===== config.mk =====
export PLATFORM = sky130hd
export DESIGN_NAME = device_status_registry
export DESIGN_NICKNAME = d
export VERILOG_FILES = /design/src/rtl/core/dsr_pkg.sv /design/src/rtl/core/dsr_cell.sv /design/src/rtl/core/device_status_registry.sv
export SDC_FILE = /design/constraint.sdc
export NUM_CORES = 2
export LEC_CHECK = 0
export ABC_AREA = 1
export BUFFER_PORTS_ARGS = -buffer_cell sky130_fd_sc_hd__buf_2
export CAP_MARGIN = 25
export CORE_MARGIN = 2
export CORE_UTILIZATION = 45
export DETAILED_ROUTE_END_ITERATION = 16
export GPL_ROUTABILITY_DRIVEN = 0
export PLACE_DENSITY = 0.73
export SKIP_CTS_REPAIR_TIMING = 1
export SYNTH_ARGS = -nofsm -noshare
export SYNTH_HDL_FRONTEND = slang
export SYNTH_SLANG_ARGS = --single-unit

===== constraint.sdc =====
create_clock -name clock -period 2.48 [get_ports clock]
set_input_delay 0.372 -clock clock [delete_from_list [all_inputs] [get_ports clock]]
set_output_delay 0.372 -clock clock [all_outputs]
set_load 0.01 [all_outputs]

===== src/rtl/core/dsr_pkg.sv =====
package dsr_pkg;

   // table geometry
   localparam int MAX_DEVICES = 16;
   localparam int ID_BITS     = 16;
   localparam int CNT_W       = $clog2(MAX_DEVICES + 1);

   // field widths on the ports
   localparam int MODE_W    = 2;
   localparam int NODE_W    = 16;
   localparam int CODE_W    = 8;
   localparam int STATUS_W  = 2;
   localparam int ENTRIES_W = 5;
   localparam int CSR_IDX_W = 2;

   // request tdata layout, mode travels on tuser
   localparam int REQ_NODE_LSB = 0;
   localparam int REQ_CODE_LSB = REQ_NODE_LSB + NODE_W;
   localparam int REQ_BITS     = REQ_CODE_LSB + CODE_W;
   localparam int REQ_DATA_W   = ((REQ_BITS + 7) / 8) * 8;

   // response tdata layout
   localparam int RSP_ACC_LSB     = 0;
   localparam int RSP_STATUS_LSB  = RSP_ACC_LSB + 1;
   localparam int RSP_INC_LSB     = RSP_STATUS_LSB + STATUS_W;
   localparam int RSP_ENTRIES_LSB = RSP_INC_LSB + 1;
   localparam int RSP_BITS        = RSP_ENTRIES_LSB + ENTRIES_W;
   localparam int RSP_DATA_W      = ((RSP_BITS + 7) / 8) * 8;

   // item modes
   localparam logic [MODE_W-1:0] MODE_REPORT = 2'd0;
   localparam logic [MODE_W-1:0] MODE_POLL   = 2'd1;
   localparam logic [MODE_W-1:0] MODE_CLEAR  = 2'd2;

   // register indexes
   localparam logic [CSR_IDX_W-1:0] REG_ALARM      = 2'd0;
   localparam logic [CSR_IDX_W-1:0] REG_FAIL       = 2'd1;
   localparam logic [CSR_IDX_W-1:0] REG_ALARM_FAIL = 2'd2;

   // register reset values
   localparam logic [CODE_W-1:0] ALARM_RST      = 8'd1;
   localparam logic [CODE_W-1:0] FAIL_RST       = 8'd2;
   localparam logic [CODE_W-1:0] ALARM_FAIL_RST = 8'd3;

   typedef struct packed {
      logic [CODE_W-1:0] alarm;
      logic [CODE_W-1:0] fail;
      logic [CODE_W-1:0] alarm_fail;
   } cfg_type;

   // transaction token walking down the cell row
   typedef struct packed {
      logic               vld;
      logic               poll;
      logic [ID_BITS-1:0] id;
      logic [CODE_W-1:0]  code;
      logic [CNT_W-1:0]   pos;
      logic               found;
      logic               appended;
      logic               alarm;
      logic               fail;
      logic               stop;
      logic               miss;
   } token_type;

   // finished transaction waiting for the output register
   typedef struct packed {
      logic                accepted;
      logic [STATUS_W-1:0] status;
      logic                miss;
      logic                appended;
      logic                clear;
   } pend_type;

endpackage


===== src/rtl/core/dsr_cell.sv =====
module dsr_cell (
   input  logic                  clock,
   input  logic                  reset,
   input  dsr_pkg::cfg_type      cfg_i,
   input  logic [dsr_pkg::CNT_W-1:0] count_i,
   input  dsr_pkg::token_type    tok_i,
   output dsr_pkg::token_type    tok_o
);

   logic [dsr_pkg::ID_BITS-1:0] id_ff, id_in;
   logic [dsr_pkg::CODE_W-1:0]  code_ff, code_in;
   logic                        fresh_ff, fresh_in;
   dsr_pkg::token_type          tok_ff, tok_in;
   logic                        live;

   // entry is part of the table when its position is below the count
   assign live = tok_i.vld && (tok_i.pos < count_i);

   always_comb begin
      tok_in     = tok_i;
      tok_in.pos = dsr_pkg::CNT_W'(tok_i.pos + 1'b1);
      id_in      = id_ff;
      code_in    = code_ff;
      fresh_in   = fresh_ff;

      // report: overwrite on hit, append at the first free slot
      if (tok_i.vld && !tok_i.poll) begin
         if (live && (id_ff == tok_i.id)) begin
            code_in      = tok_i.code;
            fresh_in     = 1'b1;
            tok_in.found = 1'b1;
         end else if ((tok_i.pos == count_i) && !tok_i.found) begin
            id_in           = tok_i.id;
            code_in         = tok_i.code;
            fresh_in        = 1'b1;
            tok_in.found    = 1'b1;
            tok_in.appended = 1'b1;
         end
      end

      // poll: fold fresh codes until the first alarm-and-fail entry
      if (live && tok_i.poll) begin
         if (tok_i.stop || !fresh_ff) begin
            tok_in.miss = 1'b1;
         end else begin
            fresh_in = 1'b0;
            if (code_ff == cfg_i.alarm_fail) begin
               tok_in.alarm = 1'b1;
               tok_in.fail  = 1'b1;
               tok_in.stop  = 1'b1;
            end else begin
               if (code_ff == cfg_i.alarm) tok_in.alarm = 1'b1;
               if (code_ff == cfg_i.fail)  tok_in.fail  = 1'b1;
            end
         end
      end
   end

   // control state and token
   always_ff @(posedge clock) begin
      if (reset) begin
         fresh_ff <= 1'b0;
         tok_ff   <= '0;
      end else begin
         fresh_ff <= fresh_in;
         tok_ff   <= tok_in;
      end
   end

   // payload
   always_ff @(posedge clock) begin
      id_ff   <= id_in;
      code_ff <= code_in;
   end

   assign tok_o = tok_ff;

endmodule


===== src/rtl/core/device_status_registry.sv =====
// Device status registry. The table lives in a row of MAX_DEVICES cells, one
// device entry per cell; a report or poll transaction enters the first cell
// and moves one cell per clock, and the next request is taken only after it
// has left the last cell and its response is loaded into the output register.
// Clear and unused-mode requests skip the row. One request is worked on at a
// time; a finished response waits in the output register while the next
// request runs. Register writes on the csr port are always taken and must
// only happen while no request is outstanding.
module device_status_registry (
   input  logic                               clock,
   input  logic                               reset,
   input  logic                               req_tvalid,
   output logic                               req_tready,
   // req_tdata: node_id[15:0], status_code[23:16]
   input  logic [dsr_pkg::REQ_DATA_W-1:0]     req_tdata,
   // req_tuser: mode[1:0]
   input  logic [dsr_pkg::MODE_W-1:0]         req_tuser,
   // rsp_tdata: accepted[0], overall_status[2:1], incomplete[3], entries[8:4], zero fill
   output logic                               rsp_tvalid,
   input  logic                               rsp_tready,
   output logic [dsr_pkg::RSP_DATA_W-1:0]     rsp_tdata,
   input  logic                               csr_valid,
   output logic                               csr_ready,
   input  logic [dsr_pkg::CSR_IDX_W-1:0]      csr_index,
   input  logic [dsr_pkg::CODE_W-1:0]         csr_data
);

   localparam logic [1:0] ST_IDLE = 2'd0;
   localparam logic [1:0] ST_RUN  = 2'd1;
   localparam logic [1:0] ST_FIN  = 2'd2;

   logic [1:0]                      state_ff, state_in;
   dsr_pkg::cfg_type                cfg_ff, cfg_in;
   logic [dsr_pkg::CNT_W-1:0]       count_ff, count_in;
   logic                            incomplete_ff, incomplete_in;
   dsr_pkg::token_type              launch_ff, launch_in;
   dsr_pkg::pend_type               pend_ff, pend_in;
   logic                            rsp_valid_ff, rsp_valid_in;
   logic [dsr_pkg::RSP_DATA_W-1:0]  rsp_data_ff, rsp_data_in;
   dsr_pkg::token_type              link [dsr_pkg::MAX_DEVICES+1];
   logic                            req_take;
   logic [dsr_pkg::MODE_W-1:0]      req_mode;

   assign req_tready = (state_ff == ST_IDLE);
   assign req_take   = req_tvalid && req_tready;
   assign req_mode   = req_tuser;
   assign csr_ready  = 1'b1;

   // register writes
   always_comb begin
      cfg_in = cfg_ff;
      if (csr_valid) begin
         case (csr_index)
            dsr_pkg::REG_ALARM:      cfg_in.alarm      = csr_data;
            dsr_pkg::REG_FAIL:       cfg_in.fail       = csr_data;
            dsr_pkg::REG_ALARM_FAIL: cfg_in.alarm_fail = csr_data;
            default:                 cfg_in = cfg_ff;
         endcase
      end
   end

   // cell row
   assign link[0] = launch_ff;

   for (genvar g = 0; g < dsr_pkg::MAX_DEVICES; g++) begin : g_cell
      dsr_cell u_cell (
         .clock   (clock),
         .reset   (reset),
         .cfg_i   (cfg_ff),
         .count_i (count_ff),
         .tok_i   (link[g]),
         .tok_o   (link[g+1])
      );
   end

   // sequencer
   always_comb begin
      state_in      = state_ff;
      launch_in     = launch_ff;
      launch_in.vld = 1'b0;
      pend_in       = pend_ff;
      count_in      = count_ff;
      incomplete_in = incomplete_ff;
      rsp_valid_in  = rsp_valid_ff && !rsp_tready;
      rsp_data_in   = rsp_data_ff;

      case (state_ff)
         ST_IDLE: begin
            if (req_take) begin
               if ((req_mode == dsr_pkg::MODE_REPORT) || (req_mode == dsr_pkg::MODE_POLL)) begin
                  launch_in.vld      = 1'b1;
                  launch_in.poll     = (req_mode == dsr_pkg::MODE_POLL);
                  launch_in.id       = dsr_pkg::ID_BITS'(
                     req_tdata[dsr_pkg::REQ_NODE_LSB +: dsr_pkg::NODE_W]);
                  launch_in.code     = req_tdata[dsr_pkg::REQ_CODE_LSB +: dsr_pkg::CODE_W];
                  launch_in.pos      = '0;
                  launch_in.found    = 1'b0;
                  launch_in.appended = 1'b0;
                  launch_in.alarm    = 1'b0;
                  launch_in.fail     = 1'b0;
                  launch_in.stop     = 1'b0;
                  launch_in.miss     = 1'b0;
                  state_in           = ST_RUN;
               end else begin
                  pend_in  = '0;
                  pend_in.clear = (req_mode == dsr_pkg::MODE_CLEAR);
                  state_in = ST_FIN;
               end
            end
         end
         ST_RUN: begin
            if (link[dsr_pkg::MAX_DEVICES].vld) begin
               pend_in.accepted = !link[dsr_pkg::MAX_DEVICES].poll &&
                                  link[dsr_pkg::MAX_DEVICES].found;
               pend_in.status   = link[dsr_pkg::MAX_DEVICES].poll ?
                                  {link[dsr_pkg::MAX_DEVICES].fail,
                                   link[dsr_pkg::MAX_DEVICES].alarm} : 2'b00;
               pend_in.miss     = link[dsr_pkg::MAX_DEVICES].poll &&
                                  link[dsr_pkg::MAX_DEVICES].miss;
               pend_in.appended = link[dsr_pkg::MAX_DEVICES].appended;
               pend_in.clear    = 1'b0;
               state_in         = ST_FIN;
            end
         end
         ST_FIN: begin
            // commit state and load the output register once it is free
            if (!rsp_valid_ff || rsp_tready) begin
               if (pend_ff.clear) begin
                  count_in = '0;
               end else if (pend_ff.appended) begin
                  count_in = dsr_pkg::CNT_W'(count_ff + 1'b1);
               end
               incomplete_in = incomplete_ff || pend_ff.miss;
               rsp_data_in   = '0;
               rsp_data_in[dsr_pkg::RSP_ACC_LSB]                         = pend_ff.accepted;
               rsp_data_in[dsr_pkg::RSP_STATUS_LSB +: dsr_pkg::STATUS_W] = pend_ff.status;
               rsp_data_in[dsr_pkg::RSP_INC_LSB]                         = incomplete_in;
               rsp_data_in[dsr_pkg::RSP_ENTRIES_LSB +: dsr_pkg::ENTRIES_W] =
                  dsr_pkg::ENTRIES_W'(count_in);
               rsp_valid_in  = 1'b1;
               state_in      = ST_IDLE;
            end
         end
         default: state_in = ST_IDLE;
      endcase
   end

   // control state
   always_ff @(posedge clock) begin
      if (reset) begin
         state_ff          <= ST_IDLE;
         cfg_ff.alarm      <= dsr_pkg::ALARM_RST;
         cfg_ff.fail       <= dsr_pkg::FAIL_RST;
         cfg_ff.alarm_fail <= dsr_pkg::ALARM_FAIL_RST;
         count_ff          <= '0;
         incomplete_ff     <= 1'b0;
         launch_ff         <= '0;
         rsp_valid_ff      <= 1'b0;
      end else begin
         state_ff      <= state_in;
         cfg_ff        <= cfg_in;
         count_ff      <= count_in;
         incomplete_ff <= incomplete_in;
         launch_ff     <= launch_in;
         rsp_valid_ff  <= rsp_valid_in;
      end
   end

   // payload
   always_ff @(posedge clock) begin
      pend_ff     <= pend_in;
      rsp_data_ff <= rsp_data_in;
   end

   assign rsp_tvalid = rsp_valid_ff;
   assign rsp_tdata  = rsp_data_ff;

endmodule


==> metrics.md <==
| Metric | Value |
|---|---|
| Fin Clk Skew | `around 23 ps` |
| DRT antenna net count | `0` |
| Initial Utilization | `45.42%` |
| CP Max Fanout | `10` |
| Fin area | `48870 µm²` |
| Initial antenna violation count | `0` |
| Vias in the first global route | `29732` |
| DR iter-0 viols | `roughly 2200` |
| DRC Markers | `0` |
| Most common cell on crit path | `nand2_1` |
| Routed WL | `about 90000 µm` |
| Global-route wire length before repair | `144900 µm` |
| CTS tree | `yes` |
| Comb pwr share | `5.0%` |
| Final HPWL DP | `62720 µm` |
| Die Height | `313.7 µm` |
| Pleak | `about 21 nW` |
| Worst-margin pin slew | `703.3 ps` |
| Cells after Synth | `4918` |
| Nature of the critical path endpoint | `flop` |
| Reg clk slew, reported paths | `70 ps` |
| Register share of total power | `50.8%` |
| Grt total ovfl | `0` |
| Max Cap Viol | `0` |
| Via/cell ratio | `between 4 and 5` |
| Vias | `30138` |
| Diodes inserted | `0` |
| Setup TNS | `0 ps` |
| Post-route clock period utilization | `a little over nine tenths` |
| Sequential element share of the synthesized area | `56.85%` |
| Rows | `113` |
| RSZ-0062 raised after global routing | `no` |
| Clock Sinks | `approximately 1000` |
| Layout cells sized above 1 | `7.323%` |
| Sw Pwr | `7.676 mW` |
| Violated checks | `negative hold slack` |
| Clock Latency Late Sink | `670 ps` |
| Fillers | `8376` |
| Status | `finished with violations` |
| Slowest CP cell | `nand2_1` |
| CTS Buffer Depth | `3` |
| Clock buffer count from CTS | `95` |
| Critical path type | `reg2reg` |
| Die Area | `98400 µm²` |
| Worst vdd rail ir drop | `roughly 760 µV` |
| DR pass1 iterations | `5` |
| Max Clock Freq | `429.4 MHz` |
| Area of the multi-input gates | `14720 µm²` |
| Sw Share | `21.87%` |
| Mapped Area | `43160 µm²` |
| Internal | `27.42 mW` |
| Min Tclk post-route | `about 2300 ps` |
| WP data arrival | `2650 ps` |
| Largest net degree at the start of global routing | `between 100 and 150` |
| Clock share of power | `44.2%` |
| Fin Hold WS | `-23.84 ps` |
| Crit path launch type | `flop` |
| Die span in x | `313.7 µm` |
| WL per Instance | `14.03 µm` |
| Synthesized flop and latch total | `roughly 1000` |
| Storage element area | `24530 µm²` |
| Htree depth | `3` |
| Min-delay worst type | `in2reg` |
| Worst path bufs/invs | `3` |
| Worst-path cell chain | `inv_1 > buf_12 > buf_4 > ha_1 > nand2_1 > nor3b_1 > nor2_1 > nand4_1 > nand2_1` |
| Total Routing Usage GR | `18.08%` |
| Port bufs | `51` |
| Synth cell types | `42` |
| Layout area overhead | `13.25%` |
| Pwr Density | `718.0 nW/µm²` |
| Yosys warnings | `0` |
| Final Net Count | `5186` |
| Critical Path Max Stage Delay | `350 ps` |
| Core area | `~95000 µm²` |
| Synthesized area per cell | `8.775 µm²` |
| Top delay family on crit path | `simple AND/OR/NAND/NOR gates` |
| Max Slew Vio Count | `0` |
| Area post-placement | `around 45000 µm²` |
| Final setup violation count | `0` |
| I/O pin count | `60` |
| Commonest non-fill, non-tap cells in the layout | `nand2_1, nor2_1, inv_1` |
| Final hold vios | `1` |
| Worst rel slew slack | `between 50% and 60%` |
| CP required | `about 2800 ps` |
| Most common cell after layout, fill and taps aside | `nand2_1` |
| Root buffer cell | `clkbuf_16` |
==> per-layer routing <==
metal  vias up  GRT usage, %  wire [µm]
li1      15331             -          -
met1     13861         21.59      37740
met3       228         2.718       4468
met5         -             0          0
met2       718         32.83      44860
met4         0         6.590       2923
==> per-stage QoR <==
| step | utilization (%) | total power [mW] | std cells | hold slack, ps | setup slack (ps) |
|---|---|---|---|---|---|
| 2_1_floorplan | - | 19.37 | 4924 | 385.5 | 13.06 |
| 3_3_place_gp | 47.40 | 19.82 | 6197 | 385.9 | 183.9 |
| 3_5_place_dp | 47.40 | 19.88 | 6197 | 390.4 | 127.7 |
| 4_1_cts | 50.98 | 35.28 | 6377 | -107.3 | 55.69 |
| 5_1_grt | 51.44 | 36.22 | 6413 | 0.3588 | 3.854 |
| 6_report | 51.44 | 35.09 | 6413 | -23.84 | 151.1 |
==> final timing paths <==
path	start	endpoint	slack (ps)	cells past startpoint
hold / removal	csr_data[2]	cfg_ff[18]	-20	3
setup / recovery	count_ff[2]	g_cell[4].u_cell.code_ff[7]	150	9
hold reg to reg	g_cell[7].u_cell.tok_o[18]	g_cell[8].u_cell.tok_o[18]	400	2
setup reg to reg	count_ff[2]	g_cell[4].u_cell.code_ff[7]	150	9
==> state kept, by name (all words and copies together) (netlist names) <==
register,cells
g_cell.u_cell.fresh_ff,16
pend_ff,6
rsp_tvalid,1
rsp_tdata,9
state_ff,2
g_cell.u_cell.id_ff,256
count_ff,5
g_cell.u_cell.code_ff,128
g_cell.u_cell.tok_o,552
incomplete_ff,1
launch_ff,26
cfg_ff,24
==> synthesized netlist by cell type <==
cell	instances	area, µm²
a211oi_1	2	15.01
a21oi_1	119	595.6
a21oi_2	2	17.52
a22oi_1	5	37.54
a31oi_1	12	75.07
buf_1	6	22.52
buf_2	67	335.3
buf_4	33	247.7
buf_6	13	146.4
clkbuf_1	15	56.30
clkinv_1	2	7.510
conb_1	2	7.510
dfxtp_1	627	12550
edfxtp_1	399	11980
ha_1	80	1001
inv_1	831	3119
inv_2	4	15.01
nand2_1	1005	3772
nand2_2	1	6.260
nand3_1	102	510.5
nand3_2	3	30.03
nand3b_1	7	52.55
nand4_1	74	462.9
nor2_1	924	3468
nor2_2	6	37.54
nor2_4	1	11.26
nor3_1	49	245.2
nor3_2	3	30.03
nor3b_1	4	30.03
nor4_1	10	62.56
o211a_1	1	10.01
o211ai_1	2	15.01
o21a_1	2	15.01
o21ai_0	33	165.2
o21bai_1	6	45.04
o22a_1	25	219.0
or2_0	3	18.77
or2_1	6	37.54
or2_2	41	256.5
or3_1	1	6.260
xnor2_1	56	490.5
xor2_1	334	2925
==> worst min-delay path, cell delays in order <==
cell and delay (ps):
buf_2 110, nor2_1 50, nor2_1 80
==> layout make-up <==
class | count | share of cell area, %
Clock buffer | 131 | 5.735
Clock inverter | 49 | 1.221
Inverter | 837 | 6.459
Multi-Input combinational cell | 2927 | 30.12
Sequential cell | 1026 | 50.20
Tap cell | 1265 | 3.239
Timing Repair Buffer | 177 | 3.008
Timing Repair inverter | 1 | 0.01536
==> power groups by stage <==
stage	clock network [mW]	logic, mW	registers, mW
CTS	15.7	1.69	17.8
global placement	0	1.62	18.2
finish	15.5	1.75	17.8
floorplan	0	1.23	18.1
detailed placement	0	1.67	18.2
global route	16.4	1.95	17.9
==> cells by family after synthesis <==
kind of cell             synth area share, %
AND/OR/NAND/NOR                        20.94
flip-flops                             56.85
buffers and inverters                  9.153
XOR/XNOR                               7.915
AO/OA/AOI/OAI                          2.804
adder cells (fa/ha/maj)                2.319
other                                0.01740
(Power assumes the default switching activity.)
